`src/rtl/cqp_pkg.sv`:
```
// Shared types and constants for the clique coverage pruner.
package cqp_pkg;

  localparam int VID_W       = 16;
  localparam int TR_W        = 8;
  localparam int THR_W       = 17;
  localparam int OUT_CNT_W   = 7;
  localparam int CFG_IDX_W   = 8;
  localparam int QUEUE_DEPTH = 4;
  localparam int QPTR_W      = $clog2(QUEUE_DEPTH);
  localparam int FRAC_W      = 16;

  localparam logic [CFG_IDX_W-1:0] REG_TIMES_REQ = CFG_IDX_W'(0);
  localparam logic [CFG_IDX_W-1:0] REG_THRESHOLD = CFG_IDX_W'(1);

  localparam logic [TR_W-1:0]  TIMES_REQ_RST = TR_W'(1);
  localparam logic [THR_W-1:0] THRESHOLD_RST = THR_W'(49152);
  localparam logic [TR_W-1:0]  COV_MAX       = {TR_W{1'b1}};

  typedef struct packed {
    logic [VID_W-1:0] id;
    logic             last;
    logic             store;
    logic             in_rng;
  } cqp_item_t;

  typedef struct packed {
    logic [TR_W-1:0]  times_required;
    logic [THR_W-1:0] threshold;
  } cqp_cfg_t;

endpackage

```
`src/rtl/cqp_front.sv`:
```
// Front end: takes vertices, tags capacity and id range, feeds the queue.
module cqp_front import cqp_pkg::*; #(
  parameter int NUM_VERTICES = 65536,
  parameter int MAX_CLIQUE   = 64
) (
  input  logic       clk,
  input  logic       rst_n,
  input  logic       in_valid,
  output logic       in_ready,
  input  logic [VID_W-1:0] in_vertex_id,
  input  logic       in_last_vertex,
  input  logic       clearing,
  input  logic       q_full,
  output logic       q_push,
  output cqp_item_t  q_item
);

  localparam int CW = $clog2(MAX_CLIQUE + 1);

  logic [CW-1:0] fcnt_r, fcnt_nxt;
  logic          store;

  assign in_ready = !clearing && !q_full;
  assign q_push   = in_valid && in_ready;
  assign store    = (fcnt_r < CW'(MAX_CLIQUE));

  always_comb begin
    q_item.id     = in_vertex_id;
    q_item.last   = in_last_vertex;
    q_item.store  = store;
    q_item.in_rng = (32'(in_vertex_id) < NUM_VERTICES);
  end

  always_comb begin
    fcnt_nxt = fcnt_r;
    if (q_push) begin
      if (in_last_vertex) fcnt_nxt = '0;
      else if (store) fcnt_nxt = fcnt_r + 1'b1;
    end
  end

  always_ff @(posedge clk) begin
    if (!rst_n) begin
      fcnt_r <= '0;
    end else begin
      fcnt_r <= fcnt_nxt;
    end
  end

endmodule

```
`config.mk`:
```
export PLATFORM = sky130hd
export DESIGN_NAME = cqp_front
export DESIGN_NICKNAME = d
export VERILOG_FILES = /design/src/rtl/cqp_pkg.sv /design/src/rtl/cqp_front.sv
export SDC_FILE = /design/constraint.sdc
export NUM_CORES = 1
export LEC_CHECK = 0
export BUFFER_PORTS_ARGS = -buffer_cell sky130_fd_sc_hd__buf_2
export CELL_PAD_IN_SITES_DETAIL_PLACEMENT = 1
export CELL_PAD_IN_SITES_GLOBAL_PLACEMENT = 2
export CORE_ASPECT_RATIO = 0.6
export CORE_UTILIZATION = 19
export DETAILED_ROUTE_END_ITERATION = 10
export GPL_TIMING_DRIVEN = 0
export PLACE_DENSITY = 0.89
export SLEW_MARGIN = 20
export SYNTH_ARGS = -nofsm -noshare
export SYNTH_HDL_FRONTEND = slang
export SYNTH_SLANG_ARGS = --single-unit
```
`constraint.sdc`:
```
create_clock -name clk -period 2.3 [get_ports clk]
set_clock_uncertainty 0.05 [all_clocks]
set_input_delay 0.46 -clock clk [delete_from_list [all_inputs] [get_ports clk]]
set_output_delay 0.46 -clock clk [all_outputs]
set_load 0.03 [all_outputs]
```
==> impl_metrics.tcl, run 1 <==
set metrics [dict create \
    outcome "completed" \
    leakagePower_nw 0.348 \
    synth_fa_ha_area_share_pct 2.39 \
    top_register "fcnt_r" \
    worstSetupStartpointType "input pin" \
    ios 43 \
    largest_register_ffs 7 \
    routed_wl_um 1420 \
    cts_hold_buf 0 \
    path_clk_slew_ns 0.04 \
    rsz0062_at_grt "no" \
    cts_max_path_buffers 2 \
    post-cts-setup-buffers 0 \
    use_met2_pct 19.8 \
    cts_tree "built" \
    crit_top_cell "buf_2" \
    yosys.area_share.simple_pct 21.7 \
    crit_family "buffers and inverters" \
    core_area_um2 2560 \
    vdd_drop_max_v 0.000213 \
    numPortBuffers 25 \
    fmax_mhz 524 \
    p_int_w 0.000282 \
    p_comb_share_pct 24.3 \
    drt_iter0_markers 12 \
    grt_usage_pct 10.1 \
    grt_pass1_wl_um 2300 \
    synthXorXnorAreaFrac_pct 0 \
    synthDistinctLibCells 24 \
    dp_hpwl_um 1200 \
    busiest_layer "met2" \
    top_regs "fcnt_r x7" \
    clock_sinks 7 \
    utilization_pct 28.7 \
    p_per_area_nw_per_um2 539 \
    drtPass1Iterations 4 \
    min_period_over_period_pct 83.0 \
    row_count 14 \
    drive_above_1_share_pct 57.0 \
    worst_hold_path.num_cells 2 \
    setup_viol_count_final 0 \
    fin_setup_tns_ns 0 \
    ys_async_sr_fraction_pct 0 \
    drc_errors 0 \
    grtUsageMet3_pct 2.14 \
    yosysSeqAreaShare_pct 26.7 \
    final_area_um2 734 \
    crit_arrival_ns 1.40 \
    h-tree-depth 1 \
    syn_nets 87 \
    synth_top_family_by_area "buffers and inverters" \
    setup_slack_ns 0.391 \
    ys_warn_count 0 \
    reg2reg_setup_slack_ns 0.91 \
    holdCritPathClass "register to register" \
    avgRoutedWirePerCell_um 11.4 \
    holdCritStartpoint "fcnt_r[2]" \
    switchingPower_w 0.000114 \
    grt_max_degree 11 \
    p_clk_share_pct 44.4 \
    cpPeakStageDelay_ns 0.41 \
    gr-total-overflow 0 \
    die-width_um 69.8 \
    yosys_register_bits 7 \
    gp_congestion 0.726 \
    synth_compound_area_share_pct 13.4 \
    synth_cells 64 \
    cts-resized-gates 0 \
    area_growth_pct 40.1 \
    required_ns 1.79 \
    cap_violations 0 \
    fin_nets 117 \
    synthMuxAreaShare_pct 1.91 \
    final_hold_viol_count 0 \
    numCtsBuffers 3 \
    floorplan.initialDensity_pct 20.5 \
    crit_path_top_delay_cell "or3b_4" \
    vias 534 \
    reg2reg_depth 4 \
    crit_path_cell_trace "buf_2 -> or3b_4 -> buf_6 -> inv_1 -> buf_2" \
    netSwitchingFraction_pct 28.8 \
    die_h_um 42.7 \
    dieArea_um2 2980 \
    slew_viol_final 0 \
    pwr-share-seq_pct 31.2 \
    viasPerCell 4.27 \
    crit_path_end_kind "output pin" \
    r2r_start "fcnt_r[0]" \
    holdPathEnd "fcnt_r[2]" \
    worst-path-buf-inv 4 \
    clock-root-buffer "clkbuf_8" \
    avgSynthCellArea_um2 8.19 \
    antennaDiodeCount 0 \
    detail-route-antenna-nets 0 \
    crit_path_max_fanout 10 \
    place_ws_ns 0.388 \
    synthFlopType "dfxtp_1" \
    r2r_end "fcnt_r[4]" \
    synth_edf_count 0 \
    path_class "input pin to output pin" \
    period_needed_ns 1.91 \
    place_area_um2 689 \
    grt_util_met1_pct 9.83 \
    syn_area_um2 524 \
    clk_latency_ns 0.23 \
    grt_pass1_vias 531 \
    antenna_found_initial 0 \
]
-- worst register-to-register path, delay by kind of cell (launching register included) --
kind | cells | cell delay, ns
AOI/OAI and AO/OA | 1 | 0.16
adders and majority gates | 1 | 0.20
and+or+nand+nor | 2 | 0.56
DFF | 1 | 0.35
-- power groups by stage --
stage | clock, W | sequential, W | combinational (W)
2_1_floorplan | 0 | 0.000126 | 0.0000721
3_3_place_gp | 0 | 0.000126 | 0.0000942
3_5_place_dp | 0 | 0.000126 | 0.0000969
4_1_cts | 0.000183 | 0.000124 | 0.0000970
5_1_grt | 0.000187 | 0.000124 | 0.000101
6_report | 0.000176 | 0.000124 | 0.0000963
-- area by class of cell --
cell class,instances,area [um2]
Fill cell,328,1820
Multi-Input combinational cell,32,210
Buffer,21,159
Sequential cell,7,140
Timing Repair Buffer,25,125
Clock buffer,4,45.0
Tap cell,32,40.0
Inverter,4,15.0
-- worst max-delay path by stage --
stage / startpoint / end / slack, ns / cells after the start
global route: clearing / q_push / 0.36 / 5
floorplan: clearing / q_push / 0.60 / 3
detailed placement: clearing / q_push / 0.39 / 5
finish: clearing / q_push / 0.39 / 5
CTS: clearing / q_push / 0.38 / 5
global placement: clearing / q_push / 0.42 / 5
-- synthesized netlist by cell type (2+ instances only) --
cell type   n  share of area (%)
a21oi_1     4                3.8
buf_4      19                 27
dfxtp_1     7                 27
inv_1       4                2.9
nand2_1     3                2.1
nand3_1     3                2.9
nor2_1      2                1.4
o21ai_0     2                1.9
o31ai_1     3                4.3
or4_1       3                4.3
-- logic make-up (layout without fill, tap and decap cells) --
logic type | count (synthesis) | after routing
buf+inv | 25 | 54
simple gates | 18 | 18
mux | 1 | 1
flops | 7 | 7
compound gates | 11 | 11
other cells | 1 | 1
fa+ha+maj | 1 | 1
-- layout by cell type (no fill, tap or decap) --
| master | netlist | final |
|---|---|---|
| inv_1 | 4 | 4 |
| o31a_2 | 1 | 1 |
| mux2i_1 | 1 | 1 |
| or3_2 | 1 | 1 |
| conb_1 | 1 | 1 |
| a21boi_0 | 1 | 1 |
| a21oi_1 | 4 | 4 |
| clkbuf_1 | 0 | 1 |
| o31ai_1 | 3 | 3 |
| or3b_4 | 1 | 1 |
| clkbuf_8 | 0 | 3 |
| nand2_1 | 3 | 3 |
| nand3_1 | 3 | 3 |
| or4bb_2 | 1 | 1 |
| ha_1 | 1 | 1 |
| buf_2 | 1 | 26 |
| buf_4 | 19 | 19 |
| nor2b_1 | 1 | 1 |
| nand3b_1 | 1 | 1 |
| or4_1 | 3 | 3 |
| dfxtp_1 | 7 | 7 |
| buf_6 | 1 | 1 |
| nor4_1 | 1 | 1 |
| nor2_1 | 2 | 2 |
| nand4_1 | 1 | 1 |
| o21ai_0 | 2 | 2 |
-- per-stage QoR --
step	total power [W]	cells	hold WS, ns
finish	0.000396	125	0.454
CTS	0.000403	125	0.454
global placement	0.000220	121	0.421
detailed placement	0.000223	121	0.449
floorplan	0.000198	64	0.404
global route	0.000412	125	0.475
-- metal layers --
| layer | routed length (um) | up-vias |
|---|---|---|
| li1 | - | 259 |
| met1 | 548 | 262 |
| met2 | 818 | 11 |
| met3 | 37 | 2 |
| met4 | 19 | 0 |
| met5 | 0 | - |
Note: power is estimated with default switching activity, not from simulation.
==> run 2, diff against run 1 <==
--- a/config.mk
+++ b/config.mk
@@ -9,10 +9,10 @@
 export CELL_PAD_IN_SITES_DETAIL_PLACEMENT = 1
 export CELL_PAD_IN_SITES_GLOBAL_PLACEMENT = 2
 export CORE_ASPECT_RATIO = 0.6
-export CORE_UTILIZATION = 19
+export CORE_UTILIZATION = 18
 export DETAILED_ROUTE_END_ITERATION = 10
 export GPL_TIMING_DRIVEN = 0
-export PLACE_DENSITY = 0.89
+export PLACE_DENSITY = 0.85
 export SLEW_MARGIN = 20
 export SYNTH_ARGS = -nofsm -noshare
 export SYNTH_HDL_FRONTEND = slang
==> constraint.sdc (replaced) <==
create_clock -name clk -period 1.9 [get_ports clk]
set_clock_uncertainty 0.05 [all_clocks]
set_input_delay 0.38 -clock clk [delete_from_list [all_inputs] [get_ports clk]]
set_output_delay 0.38 -clock clk [all_outputs]
set_load 0.03 [all_outputs]
==> impl_metrics.tcl, run 2 (synthesized netlist as in run 1, its figures left out) <==
set metrics [dict create \
    outcome "completed" \
    h-tree-depth 1 \
    largest_register_ffs 7 \
    cts_hold_buf 0 \
    numCtsBuffers 3 \
    die_h_um 43.8 \
    slew_viol_final 0 \
    period_needed_ns 1.74 \
    area_growth_pct 40.1 \
    numPortBuffers 25 \
    drc_errors 0 \
    dieArea_um2 3140 \
    drive_above_1_share_pct 57.0 \
    crit_path_end_kind "output pin" \
    viasPerCell 4.26 \
    crit_family "buffers and inverters" \
    p_per_area_nw_per_um2 650 \
    holdCritPathClass "input pin to register" \
    drt_iter0_markers 2 \
    layout_commonest_cell "buf_2" \
    grt_pass1_vias 544 \
    top_register "fcnt_r" \
    min_period_over_period_pct 91.4 \
    leakagePower_nw 0.348 \
    grt_pass1_wl_um 2290 \
    crit_top_cell "buf_2" \
    antennaDiodeCount 0 \
    crit_arrival_ns 1.31 \
    required_ns 1.47 \
    drtPass1Iterations 3 \
    clock_sinks 7 \
    gr-total-overflow 0 \
    post-cts-setup-buffers 0 \
    clk_latency_ns 0.23 \
    final_cell_mix "buf_2, buf_4, dfxtp_1, inv_1, a21oi_1" \
    ios 43 \
    dp_hpwl_um 1150 \
    crit_path_top_delay_cell "or3b_4" \
    avgRoutedWirePerCell_um 11.0 \
    setup_viol_count_final 0 \
    core_area_um2 2630 \
    fin_setup_tns_ns 0 \
    detail-route-antenna-nets 0 \
    gp_congestion 0.725 \
    crit_path_cell_trace "buf_2 -> or3b_4 -> buf_6 -> inv_1 -> buf_2" \
    worstSetupStartpointType "input pin" \
    final_hold_viol_count 0 \
    fmax_mhz 576 \
    utilization_pct 28.0 \
    r2r_start "fcnt_r[0]" \
    top_regs "fcnt_r x7" \
    cap_violations 0 \
    worst-path-buf-inv 4 \
    rsz0062_at_grt "no" \
    cts_max_path_buffers 2 \
    crit_path_max_fanout 10 \
    grt_max_degree 11 \
    antenna_found_initial 0 \
    cts_tree "built" \
    grt_usage_pct 9.50 \
    floorplan.initialDensity_pct 20.0 \
    crit_start "clearing" \
    reg2reg_setup_slack_ns 0.54 \
    fin_nets 117 \
    cts-resized-gates 0 \
    path_clk_slew_ns 0.04 \
    vias 532 \
    row_count 14 \
    clock-root-buffer "clkbuf_8" \
    routed_wl_um 1370 \
    path_class "input pin to output pin" \
    vdd_drop_max_v 0.000278 \
    holdCritStartpoint "rst_n" \
    cpPeakStageDelay_ns 0.41 \
    die-width_um 71.7 \
]
==> run 2: area by class of cell <==
type	count	area, um2
plain buffers	21	159
inverters	4	15.0
fillers	333	1890
well taps	32	40.0
repair buffers	25	125
clock buffers	4	45.0
flip-flops and latches	7	140
multi-input cells	32	210
==> run 2: metal layers <==
layer / global-route usage [%] / part of all wire (%) / vias up
li1: - / - / 260
met1: 10.4 / 42 / 256
met2: 17.5 / 52 / 16
met3: 3.72 / 5.8 / 0
met4: 2.35 / 0 / 0
met5: 0 / 0 / -
==> run 2: worst paths after layout <==
| kind | to | cells after the start |
|---|---|---|
| setup / recovery | q_push | 5 |
| setup reg to reg | fcnt_r[2] | 4 |
| hold reg to reg | fcnt_r[5] | 2 |
| hold / removal | fcnt_r[1] | 2 |
==> run 2: stage by stage <==
stage	instance area [um2]	total power (W)	setup slack (ns)	hold slack [ns]	instances
2_1_floorplan	524	0.000239	0.297	0.404	64
3_3_place_gp	689	0.000267	0.157	0.417	121
3_5_place_dp	689	0.000269	0.117	0.435	121
4_1_cts	734	0.000484	0.160	0.408	125
5_1_grt	734	0.000498	0.127	0.408	125
6_report	734	0.000477	0.164	0.405	125
==> run 2: worst register-to-register path, cell delays in order (launching register included) <==
cell and delay (ns):
dfxtp_1 0.36, ha_1 0.19, inv_1 0.06, or4_1 0.49, a21oi_1 0.15
==> run 2: power by group <==
part	total [W]	internal, W	switching, W
sequential	0.000150	0.000149	0.00000102
combinational	0.000116	0.0000473	0.0000688
clock	0.000211	0.000145	0.0000659
total	0.000477	0.000341	0.000136
