`config.mk`:
```
export PLATFORM = sky130hd
export DESIGN_NAME = cqp_queue
export DESIGN_NICKNAME = d
export VERILOG_FILES = /design/src/rtl/cqp_pkg.sv /design/src/rtl/cqp_queue.sv
export SDC_FILE = /design/constraint.sdc
export NUM_CORES = 1
export LEC_CHECK = 0
export BUFFER_PORTS_ARGS = -buffer_cell sky130_fd_sc_hd__buf_2
export CAP_MARGIN = 10
export CORE_MARGIN = 2
export CORE_UTILIZATION = 56
export CTS_CLUSTER_DIAMETER = 80
export DETAILED_ROUTE_END_ITERATION = 7
export PLACE_DENSITY = 0.74
export SLEW_MARGIN = 20
export SYNTH_ARGS = -nofsm -noshare
export SYNTH_HDL_FRONTEND = slang
export SYNTH_SLANG_ARGS = --single-unit
```
`constraint.sdc`:
```
create_clock -name clk -period 1.6 [get_ports clk]
set_input_delay 0.08 -clock clk [delete_from_list [all_inputs] [get_ports clk]]
set_output_delay 0.08 -clock clk [all_outputs]
set_load 0.1 [all_outputs]
```
`src/rtl/cqp_pkg.sv`:
```
// Shared types and constants for the clique coverage pruner.
package cqp_pkg;

  localparam int VID_W       = 16;
  localparam int TR_W        = 8;
  localparam int THR_W       = 17;
  localparam int OUT_CNT_W   = 7;
  localparam int CFG_IDX_W   = 8;
  localparam int QUEUE_DEPTH = 4;
  localparam int QPTR_W      = $clog2(QUEUE_DEPTH);
  localparam int FRAC_W      = 16;

  localparam logic [CFG_IDX_W-1:0] REG_TIMES_REQ = CFG_IDX_W'(0);
  localparam logic [CFG_IDX_W-1:0] REG_THRESHOLD = CFG_IDX_W'(1);

  localparam logic [TR_W-1:0]  TIMES_REQ_RST = TR_W'(1);
  localparam logic [THR_W-1:0] THRESHOLD_RST = THR_W'(49152);
  localparam logic [TR_W-1:0]  COV_MAX       = {TR_W{1'b1}};

  typedef struct packed {
    logic [VID_W-1:0] id;
    logic             last;
    logic             store;
    logic             in_rng;
  } cqp_item_t;

  typedef struct packed {
    logic [TR_W-1:0]  times_required;
    logic [THR_W-1:0] threshold;
  } cqp_cfg_t;

endpackage

```
`src/rtl/cqp_queue.sv`:
```
// Short FIFO of classified vertices between front and back.
module cqp_queue import cqp_pkg::*; (
  input  logic      clk,
  input  logic      rst_n,
  input  logic      push,
  input  cqp_item_t push_item,
  input  logic      pop,
  output logic      full,
  output logic      not_empty,
  output cqp_item_t head_item
);

  cqp_item_t         mem_r [QUEUE_DEPTH];
  logic [QPTR_W-1:0] wptr_r, rptr_r;
  logic [QPTR_W:0]   cnt_r, cnt_nxt;

  assign full      = (cnt_r == (QPTR_W+1)'(QUEUE_DEPTH));
  assign not_empty = (cnt_r != '0);
  assign head_item = mem_r[rptr_r];

  always_comb begin
    cnt_nxt = cnt_r;
    if (push && !pop) cnt_nxt = cnt_r + 1'b1;
    else if (!push && pop) cnt_nxt = cnt_r - 1'b1;
  end

  always_ff @(posedge clk) begin
    if (!rst_n) begin
      wptr_r <= '0;
      rptr_r <= '0;
      cnt_r  <= '0;
    end else begin
      cnt_r <= cnt_nxt;
      if (push) wptr_r <= wptr_r + 1'b1;
      if (pop)  rptr_r <= rptr_r + 1'b1;
    end
  end

  always_ff @(posedge clk) begin
    if (push) mem_r[wptr_r] <= push_item;
  end

endmodule

```
==> impl_summary.txt, run 1 <==
----------------------------------------------------
[Status]
  Outcome ... complete, but fails checks
  Violated checks ... negative setup slack

[Clocking]
  Clk sink count ... 85
  Number of setup buffers added after CTS ... 0
  Clock latency at the later pin of the worst-skew pair ... 0.34 ns
  CTS buffer count ... 9
  Depth of the CTS H-tree ... 3
  Max Root-Sink Buffers ... 2
  Root Driver ... clkbuf_8
  TritonCTS clock tree ... yes
  Clk slew on worst S/H paths ... about 0.07 ns

[Cells and area]
  Utilization after layout ... about 75%
  Most common library cell in the layout ignoring fill and taps ... edfxtp_1
  Share of cells above drive strength 1 ... a little under two fifths
  Diode insertion count for antenna repair ... 0
  Nets@finish ... 248
  Cell area after layout ... a little over 0.004 mm2
  Most frequent cells in the layout ... edfxtp_1 (76), buf_2 (24), mux4_2 (19), dlygate4sd3_1 (19), buf_6 (10)
  Finished Layout Cells ... 296
  Area added between synthesis and finish ... 27.8%

[Timing]
  Setup total negative slack ... -1.14 ns
  Relative slew margins ... approximately two thirds
  Tightest Pin Transition ... roughly 0.5 ns
  Max Fclk ... between 500 and 600 MHz
  Number of setup violations in the final report ... 19
  Share of the cycle needed by the critical path after routing ... 105%
  Fin crit period ... ~1.7 ns
  Number of hold-slack violations in the final timing report ... 0
  Final Worst Setup Slack ... -0.0878 ns
  Final setup skew ... roughly 0.006 ns
  Hold slack ... about 0.048 ns
  Unrepaired setup endpoints after global routing ... true
  Final-report max-slew violation count ... 0

[Logic synthesis]
  Compound-cell area share of the yosys netlist ... less than 1%
  Mean post-synth cell area ... 22.8 um2
  Top cells by area in the synthesized netlist ... edfxtp_1 (71%), mux4_1 (7.3%), mux4_2 (7.0%), dfxtp_1 (5.6%), ha_1 (1.9%)
  Syn Nets ... between 150 and 200
  Number of standard cells after synthesis ... about 140
  Dominant cell type by area after synthesis ... edfxtp_1
  Post-synthesis register bit count ... 85
  Xor and xnor area share after synthesis ... about 1.4%
  Share of synthesized area spent on multiplexers ... 14.9%
  Post-synthesis share of cell area spent on full adders, half adders and majority gates ... 2.56%
  Sequential share of the synthesized area ... ~76%
  Number of distinct library cell variants in the gate-level netlist after synthesis ... 20
  Cell area after synthesis ... approximately 0.0032 mm2
  Number of synthesis warnings ... 0
  Largest family of logic cells by synthesized area ... multiplexers
  Area share of the largest cell type after synthesis ... just over 70%
  Simple logic cell fraction of the synthesized area ... 2.86%

[Floorplan]
  # rows ... 27
  Placeable core area ... ~0.0055 mm2
  DIE HEIGHT ... between 70 and 80 um
  Starting density of the core ... 58.3%
  Boundary Pins ... 44
  Floorplan die area ... ~0.0064 mm2
  Die Span X ... roughly 80 um

[Drt]
  Sum of met3 wire segment lengths after detailed routing ... around 230 um
  Routed length on met2 ... just under 3 mm
  Routed Wire Length ... 5.33 mm
  Detailed-route DRC error count ... 0
  Routed metal-1 wire length ... 2.07 mm
  Routed wirelength normalized by instance count ... 18.0 um
  Top layer reached by signal wires ... met4
  Total number of vias ... between 1500 and 2000
  Avg Vias per Cell ... roughly 5.3
  Violation count after the first detailed-routing iteration ... 76
  Final antenna-violating net count ... 0
  First-pass iteration count of the detailed router ... 4

[Placement]
  Port Buffers ... 43
  Worst-case setup slack after placement ... -0.00222 ns
  Final weighted congestion in routability-driven placement ... between 0.6 and 0.7
  Number of instances in the placed design ... between 200 and 300
  Cell area after placement ... roughly 0.0036 mm2
  Post-DP HPWL ... about 3.4 mm

[Global routing]
  GRT Total Usage ... a little under a fifth
  Antenna violations before repair ... 0
  Wire length of the first global-routing pass ... 8.49 mm
  Vias in the first global route ... 1719
  Pin count of the biggest net entering global routing ... 20
  Leftover overflow at the end of global routing ... 0

[Critical path]
  Largest fanout on the critical path ... 7
  Startpoint kind of the worst setup timing path ... flip-flop
  CP Class ... flip-flop to output port
  Worst R2R Setup Slack ... about 0.1 ns
  Required time of the worst setup path ... around 1.5 ns
  CP endpoint kind ... output port
  Data arrival time of the critical path ... ~1.6 ns

[Min path]
  HP Class ... input pin to flip-flop

[Power and ir drop]
  Maximum vdd drop ... slightly below 0.9 mV
  Total Power Consumption ... roughly 5.3 mW
  Power density of the placed cells ... 1280 mW/mm2
  Pleak ... around 1.5 nW

[Run]
  Number of maximum-capacitance constraint violations ... 0

----------------------------------------------------
[repair_timing]
action	CTS	global route
endpoints found under the setup margin	19	20
hold buffers	19	0
hold endpoints to repair	76	0
gates resized for setup	65	5
[kinds of logic (layout without fill, tap and decap cells)]
| logic type | count (synthesis) | count (layout) |
|---|---|---|
| flip-flops | 85 | 85 |
| adder cells (fa/ha/maj) | 6 | 6 |
| buffers and inverters | 8 | 90 |
| AND/OR/NAND/NOR | 15 | 15 |
| multiplexers | 21 | 21 |
| AO/OA/AOI/OAI | 2 | 2 |
| XOR/XNOR | 5 | 5 |
[Yosys cell counts]
cell      number
buf_12         1
mux4_1         9
buf_6          1
nor3b_1        1
dfxtp_1        9
edfxtp_1      76
inv_1          4
buf_2          2
ha_1           5
mux4_2        10
a21boi_0       1
fa_1           1
nor2b_1        2
or3_1          2
o21ai_0        1
xor2_1         3
and2_1         9
mux2i_1        2
xnor2_1        2
nand2_1        1
[layout make-up]
class	count	area (um2)
inverter	4	15.0
fill	335	1410
tap	72	90.1
timing repair buffer	70	686
clock buffer	11	131
multi-input combinational	49	691
sequential	85	2470
clock inverter	5	51.3
[where the power goes]
| part | internal (mW) | switching (mW) |
|---|---|---|
| Sequential | 2.54 | 0.0588 |
| Combinational | 0.443 | 0.885 |
| Clock | 0.712 | 0.662 |
[registers in the layout, summed over array words and instances (netlist names), named ones only]
name and flops:
mem_r 76, cnt_r 3, rptr_r 2, wptr_r 2
[worst paths after layout]
path | startpoint | to | depth (start not counted)
hold reg to reg | cnt_r[2] | cnt_r[2] | 2
setup / recovery | flip-flop | head_item[2] | 3
setup reg to reg | cnt_r[1] | cnt_r[2] | 4
hold / removal | rst_n | cnt_r[0] | 2
[layer usage]
layer	GRT usage [%]	vias up
li1	-	726
met2	33.6	40
met4	9.15	0
met5	0	-
met1	21.9	791
met3	3.39	5
[worst max-delay path, stage by stage (launching register included)]
cell and delay (ns):
dfxtp_4 0.38, buf_12 0.14, mux4_2 0.55, buf_12 0.19
Power figures use the tool's default switching activity.
==> inputs of run 2 (changes only) <==
--- a/config.mk
+++ b/config.mk
@@ -9,8 +9,8 @@
 export CAP_MARGIN = 10
 export CORE_MARGIN = 2
-export CORE_UTILIZATION = 56
+export CORE_UTILIZATION = 42
 export CTS_CLUSTER_DIAMETER = 80
 export DETAILED_ROUTE_END_ITERATION = 7
-export PLACE_DENSITY = 0.74
+export PLACE_DENSITY = 0.57
 export SLEW_MARGIN = 20
 export SYNTH_ARGS = -nofsm -noshare
==> constraint.sdc (replaced) <==
create_clock -name clk -period 1.6 [get_ports clk]
set_input_delay 0.08 -clock clk [delete_from_list [all_inputs] [get_ports clk]]
set_output_delay 0.08 -clock clk [all_outputs]
set_load 0.01 [all_outputs]
==> run 2 against run 1 <==
Compared with the run above: the flow still finishes with violations (negative setup slack); cell area shrank 1.6%; global-route usage is 4.3 points lower; routed wire length grew 3.3%; first-iteration DRC count shrank 7.9%; sequential power barely moved; critical endpoint is now head_item[11].
==> impl_summary.txt, run 2 (synthesis results as in run 1) <==
----------------------------------------------------
[Status]
  Outcome ... complete, but fails checks
  Violated checks ... negative setup slack

[Global routing]
  GRT Total Usage ... 14.6% (-4.3 points)
  Vias in the first global route ... 1773 (+3.1%)
  Wire length of the first global-routing pass ... 9.11 mm (+7.3%)
  Pin count of the biggest net entering global routing ... 20 (unchanged)
  Leftover overflow at the end of global routing ... 0 (unchanged)
  Antenna violations before repair ... 0 (unchanged)

[Power and ir drop]
  Net Sw Frac ... 22.2% (-8.1 points)
  Comb power frac ... 13.9% (-11 points)
  Total Power Consumption ... 4.63 mW (-13%)
  Pint ... 3.61 mW (-2.4%)
  Clk pwr share ... 30.2% (+4.3 points)
  Power density of the placed cells ... 1140 mW/mm2 (-11%)
  Power share of the sequential group ... 55.9% (+6.9 points)
  Pleak ... 1.43 nW (-2.5%)
  Psw ... 1.03 mW (-36%)
  Maximum vdd drop ... 0.525 mV (-41%)

[Timing]
  Final-report max-slew violation count ... 0 (unchanged)
  Tightest Pin Transition ... 0.305 ns (-0.185 ns)
  Hold slack ... 0.0392 ns (-0.00898 ns)
  Unrepaired setup endpoints after global routing ... true
  Final Worst Setup Slack ... -0.0369 ns (+0.0509 ns)
  Number of setup violations in the final report ... 18 (-1)
  Max Fclk ... 611 MHz (+3.1%)
  Final setup skew ... 0.00607 ns (+0.000151 ns)
  Relative slew margins ... 79.7% (+12 points)
  Fin crit period ... 1.64 ns (-0.0509 ns)
  Number of hold-slack violations in the final timing report ... 0 (unchanged)
  Setup total negative slack ... -0.324 ns (+0.811 ns)
  Share of the cycle needed by the critical path after routing ... 102% (-3.2 points)

[Drt]
  First-pass iteration count of the detailed router ... 4 (unchanged)
  Final antenna-violating net count ... 0 (unchanged)
  Total number of vias ... 1550 (-0.77%)
  Routed wirelength normalized by instance count ... 17.0 um (-5.3%)
  Violation count after the first detailed-routing iteration ... 70 (-7.9%)
  Avg Vias per Cell ... 4.80 (-9.1%)
  Detailed-route DRC error count ... 0 (unchanged)
  Routed Wire Length ... 5.50 mm (+3.3%)

[Critical path]
  Cell Chain, Critical Path ... buf_12 -> mux4_2 -> buf_6
  Data arrival time of the critical path ... 1.56 ns (-0.05 ns)
  Maximum cell stage delay along the critical path ... 0.52 ns (-0.03 ns)
  Startpoint kind of the worst setup timing path ... flip-flop
  Max stage delay cell, worst path ... mux4_2
  CP Class ... flip-flop to output port
  Required time of the worst setup path ... 1.52 ns (about the same)
  CP endpoint kind ... output port
  Largest fanout on the critical path ... 7 (unchanged)

[Floorplan]
  Placeable core area ... 0.00737 mm2 (+33%)
  Die Span X ... 91.7 um (+15%)
  # rows ... 31 (+15%)
  Boundary Pins ... 44 (unchanged)
  Floorplan die area ... 0.00841 mm2 (+32%)
  Starting density of the core ... 43.9% (-14 points)
  DIE HEIGHT ... 91.7 um (+15%)

[Clocking]
  Clk slew on worst S/H paths ... 0.08 ns (about the same)
  Max Root-Sink Buffers ... 2 (unchanged)
  Clock latency at the later pin of the worst-skew pair ... 0.34 ns (about the same)
  TritonCTS clock tree ... yes
  Root Driver ... clkbuf_8
  Depth of the CTS H-tree ... 3 (unchanged)
  CTS buffer count ... 9 (unchanged)
  Clk sink count ... 85 (unchanged)

[Cells and area]
  Diode insertion count for antenna repair ... 0 (unchanged)
  Biggest registers after layout ... mem_r (76), cnt_r (3)
  Nets@finish ... 248 (unchanged)
  Largest Register ... mem_r
  Most frequent cells in the layout ... edfxtp_1 (76), buf_2 (31), mux4_2 (19), dlygate4sd3_1 (19), buf_6 (12)
  Cell area after layout ... 0.00407 mm2 (-1.6%)
  Max FFs per register ... 76 (unchanged)
  Share of cells above drive strength 1 ... 37.5% (-0.45 points)
  Most common library cell in the layout ignoring fill and taps ... edfxtp_1
  Area added between synthesis and finish ... 25.8%

[Placement]
  Post-DP HPWL ... 3.35 mm (-2.2%)
  Port Buffers ... 43 (unchanged)
  Cell area after placement ... 0.00361 mm2 (+0.42%)
  Final weighted congestion in routability-driven placement ... 0.654 (-3.0%)

[Run]
  Number of maximum-capacitance constraint violations ... 0 (unchanged)

[Min path]
  HP Class ... input pin to flip-flop

----------------------------------------------------
run 2: power groups by stage:
stage | logic, mW | registers [mW] | clock network [mW]
after global placement | 0.508 | 2.62 | 0
after floorplan | 0.325 | 2.62 | 0
after detailed placement | 0.526 | 2.63 | 0
final | 0.643 | 2.59 | 1.40
after CTS | 0.620 | 2.59 | 1.44
after global routing | 0.698 | 2.60 | 1.53
run 2: layout make-up:
type                       instances  area (um2)
inverter                           4        15.0
multi-input combinational         49         679
fill                             592        3300
clock inverter                     6        53.8
clock buffer                      10         128
tap                               99         124
timing repair buffer              70         598
sequential                        85        2470
run 2: what timing repair did:
item                                   4_1_cts  5_1_grt
resized for setup                           19        9
endpoints found under the hold margin       76        0
setup buffers                                0        0
hold buffers                                19        0
setup endpoints to repair                   19       20
cloned                                       1        0
run 2: path summary, 6_finish.rpt:
kind | start | cells after the start | to | slack, ns
max | flip-flop | 3 | head_item[11] | -0.04
min | rst_n | 2 | rptr_r[0] | 0.04
max reg2reg | cnt_r[0] | 4 | cnt_r[2] | 0.09
min reg2reg | cnt_r[2] | 2 | cnt_r[2] | 0.53
run 2: per-stage QoR:
stage,util [%],cells,worst slack (ns)
finish,55.2,323,-0.0369
detailed placement,48.9,287,-0.0124
global route,55.2,323,-0.0933
global placement,48.9,287,0.103
floorplan,-,142,0.184
CTS,54.5,323,-0.0876
run 2: per-layer routing:
layer | GRT usage, % | wire length, um | vias up | part of all wire [%]
li1 | - | - | 720 | -
met2 | 24.9 | 2860 | 33 | 52
met5 | 0 | 0 | - | 0
met4 | 6.72 | 76 | 0 | 1.4
met3 | 2.96 | 185 | 8 | 3.4
met1 | 17.8 | 2380 | 789 | 43
run 2: critical path: cells and delay by family, from the launching register on:
family,cells,cell delay (ns)
flops,1,0.41
buf+inv,2,0.29
mux,1,0.52
==> inputs of run 3 (changes only) <==
- ABC_AREA: default -> 1
- PLACE_DENSITY: 0.57 -> default
- PLACE_DENSITY_LB_ADDON: default -> 0.2
==> run 3 against run 2 <==
Compared with the run above: the flow now finishes without violations; largest power group unchanged; maximum frequency is 9.4% higher; critical path depth is 2 higher; flip-flop and latch count stayed put; critical path type unchanged; count of clock-buffer cells in the layout unchanged; core utilization shrank 1.0 points; sequential power about the same; global-route usage rose by 0.072 points.
==> impl_summary.txt, run 3 <==
----------------------------------------------------
[Drt]
  Routed Wire Length ... 6.01 mm (+9.1%)
  Routed wirelength normalized by instance count ... 14.3 um (-16%)
  Detailed-route DRC error count ... 0 (unchanged)
  Top layer reached by signal wires ... met4
  Routed length on met2 ... 3.00 mm (+5.0%)
  Avg Vias per Cell ... 4.79 (-0.26%)
  Total number of vias ... 2015 (+30%)
  Routed metal-1 wire length ... 2.67 mm (+12%)
  Final antenna-violating net count ... 0 (unchanged)
  Sum of met3 wire segment lengths after detailed routing ... 219 um (+18%)
  First-pass iteration count of the detailed router ... 4 (unchanged)
  Violation count after the first detailed-routing iteration ... 136 (+94%)

[Critical path]
  Startpoint kind of the worst setup timing path ... flip-flop
  Max stage delay cell, worst path ... dfxtp_2
  Maximum cell stage delay along the critical path ... 0.37 ns (-0.15 ns)
  Required time of the worst setup path ... 1.52 ns (about the same)
  R2R depth ... 5 (+1)
  Number of buffer and inverter instances along the worst setup path ... 3 (+1)
  Cell Chain, Critical Path ... inv_2 -> buf_12 -> o21ai_0 -> o22ai_1 -> buf_2
  CP endpoint kind ... output port
  CP Class ... flip-flop to output port
  Worst R2R Setup Slack ... 0.39 ns (+0.30 ns)
  Stages on worst setup path ... 5 (+2)
  Data arrival time of the critical path ... 1.42 ns (-0.14 ns)
  Family with the most delay on the worst path ... buffers and inverters
  Largest fanout on the critical path ... 38 (+31)

[Clocking]
  TritonCTS clock tree ... yes
  Depth of the CTS H-tree ... 3 (unchanged)
  Clk sink count ... 85 (unchanged)
  Number of setup buffers added after CTS ... 0 (unchanged)
  Clk slew on worst S/H paths ... 0.08 ns (about the same)
  Max Root-Sink Buffers ... 2 (unchanged)
  Root Driver ... clkbuf_8
  CTS buffer count ... 9 (unchanged)
  Clock latency at the later pin of the worst-skew pair ... 0.34 ns (about the same)

[Floorplan]
  Starting density of the core ... 43.0% (-0.90 points)
  DIE HEIGHT ... 92.7 um (+1.0%)
  Die Span X ... 92.7 um (+1.0%)
  Boundary Pins ... 44 (unchanged)
  Floorplan die area ... 0.00859 mm2 (+2.1%)
  # rows ... 32 (+3.2%)
  Placeable core area ... 0.00769 mm2 (+4.3%)

[Placement]
  Post-DP HPWL ... 3.38 mm (+0.72%)
  Port Buffers ... 43 (unchanged)
  Final weighted congestion in routability-driven placement ... 0.694 (+6.1%)
  Worst-case setup slack after placement ... 0.330 ns (+0.342 ns)

[Timing]
  Tightest Pin Transition ... 0.232 ns (-0.0729 ns)
  Max Fclk ... 668 MHz (+9.4%)
  Hold slack ... 0.0273 ns (-0.0119 ns)
  Relative slew margins ... 84.4% (+4.7 points)
  Final-report max-slew violation count ... 0 (unchanged)
  Number of hold-slack violations in the final timing report ... 0 (unchanged)
  Number of setup violations in the final report ... 0 (-18)
  Fin crit period ... 1.50 ns (-0.140 ns)
  Share of the cycle needed by the critical path after routing ... 93.5% (-8.8 points)
  Final setup skew ... 0.00655 ns (+0.000482 ns)
  Setup total negative slack ... 0 ns (+0.324 ns)
  Final Worst Setup Slack ... 0.104 ns (+0.140 ns)

[Logic synthesis]
  Syn Nets ... 272 (+59%)
  Top cells by area in the synthesized netlist ... edfxtp_1 (69%), o21ai_0 (6.4%), dfxtp_1 (5.5%), nor2_1 (4.7%), o22ai_1 (3.6%)
  Mean post-synth cell area ... 13.6 um2 (-40%)
  Post-synthesis register bit count ... 85 (unchanged)
  Async set-reset flop share out of synthesis ... 0% (unchanged)
  Area share of the largest cell type after synthesis ... 69.1% (-1.5 points)
  Number of enable flip-flop cells after synthesis ... 76 (unchanged)
  Sequential share of the synthesized area ... 74.6% (-1.6 points)
  Dominant cell type by area after synthesis ... edfxtp_1
  Most frequent cell after synthesis ... edfxtp_1
  Number of distinct library cell variants in the gate-level netlist after synthesis ... 22 (+10%)
  Number of synthesis warnings ... 0 (unchanged)
  Flip-flop cell with the highest count after synthesis ... edfxtp_1
  Number of standard cells after synthesis ... 243 (+71%)
  Most common library cells after synthesis ... edfxtp_1 (76), o21ai_0 (42), nor2_1 (41), o22ai_1 (19), inv_1 (15)
  Cell area after synthesis ... 0.00330 mm2 (+2.2%)

[Cells and area]
  Most frequent cells in the layout ... edfxtp_1 (76), buf_2 (43), o21ai_0 (42)
  Area added between synthesis and finish ... 26.0%
  Diode insertion count for antenna repair ... 0 (unchanged)
  Max FFs per register ... 76 (unchanged)
  Filler cell count ... 669 (+13%)
  Share of cells above drive strength 1 ... 23.8% (-14 points)
  Utilization after layout ... 54.1% (-1.0 points)
  Largest Register ... mem_r
  Most common library cell in the layout ignoring fill and taps ... edfxtp_1
  Biggest registers after layout ... mem_r (76), cnt_r (3)
  Nets@finish ... 343 (+38%)

[Status]
  Outcome ... completed

[Power and ir drop]
  Pleak ... 1.57 nW (+9.4%)
  Power density of the placed cells ... 1200 mW/mm2 (+5.3%)
  Maximum vdd drop ... 0.598 mV (+14%)

[Global routing]
  Antenna violations before repair ... 0 (unchanged)
  Leftover overflow at the end of global routing ... 0 (unchanged)
  Wire length of the first global-routing pass ... 9.45 mm (+3.7%)
  GRT Total Usage ... 14.6% (+0.072 points)
  Pin count of the biggest net entering global routing ... 39 (+95%)
  Vias in the first global route ... 1983 (+12%)

[Run]
  Number of maximum-capacitance constraint violations ... 0 (unchanged)

[Min path]
  HP Class ... input pin to flip-flop
  WHS Path Cells ... 3 (+1)

----------------------------------------------------
==> run 3: cell types whose count changed after synthesis, sizes merged, moves of 4 or more <==
cell,change
and2,-9
o21ai,+43
inv,+13
buf,+5
o22ai,+19
nor2,+44
nand2,+9
mux4,-19
a21oi,+4
==> run 3: worst reg2reg max path, stage by stage (launching register included) <==
cell and delay, ns:
dfxtp_1 0.33, inv_1 0.11, ha_1 0.15, nand2_1 0.05, inv_1 0.09, buf_12 0.17
==> run 3: what timing repair did <==
item / CTS / global route
hold endpoints to repair: 76 / 0
hold buffers: 19 / 0
endpoints found under the setup margin: 0 / 15
resized for setup: 0 / 4
==> run 3: through the flow <==
stage,cells,area (um2),power (mW)
after global placement,385,3680,3.10
after CTS,420,4130,5.04
after global routing,421,4160,5.20
after detailed placement,385,3680,3.10
final,421,4160,4.99
after floorplan,243,3300,2.89
==> run 3: layout make-up <==
class                   instances  area [um2]  share of cell area, %
multi-input cells             130         676                   16.2
flip-flops and latches         85        2460                   59.2
repair buffers                 71         566                   13.6
clock inverters                 6         134                   3.22
clock buffers                  10         128                   3.07
inverters                      17        66.3                   1.59
well taps                     102         128                   3.07
==> run 3: metal layers <==
layer / GRT usage (%) / vias up
met5: 0 / -
met4: 7.60 / 0
met3: 3.17 / 11
met2: 24.8 / 30
met1: 17.6 / 955
li1: - / 1019
==> run 3: cells by family after synthesis <==
family,after synthesis,synth area share (%)
flip-flops,85,74.6
AO/OA/AOI/OAI,67,11.1
AND/OR/NAND/NOR,57,6.86
buffers and inverters,28,4.96
adder cells (fa/ha/maj),6,2.50
==> run 3: path summary, 6_finish.rpt <==
path	startpoint	end
setup / recovery	flip-flop	head_item[11]
hold / removal	rst_n	cnt_r[2]
setup reg to reg	wptr_r[0]	mem_r[0][16]
hold reg to reg	rptr_r[1]	flip-flop
==> run 3: report_power, final <==
group,switching (mW),leakage (nW),internal (mW),total (mW)
logic,0.308,0.661,0.229,0.537
registers,0.0359,0.773,2.52,2.56
clock network,0.702,0.131,1.20,1.90
total,1.05,1.57,3.95,4.99
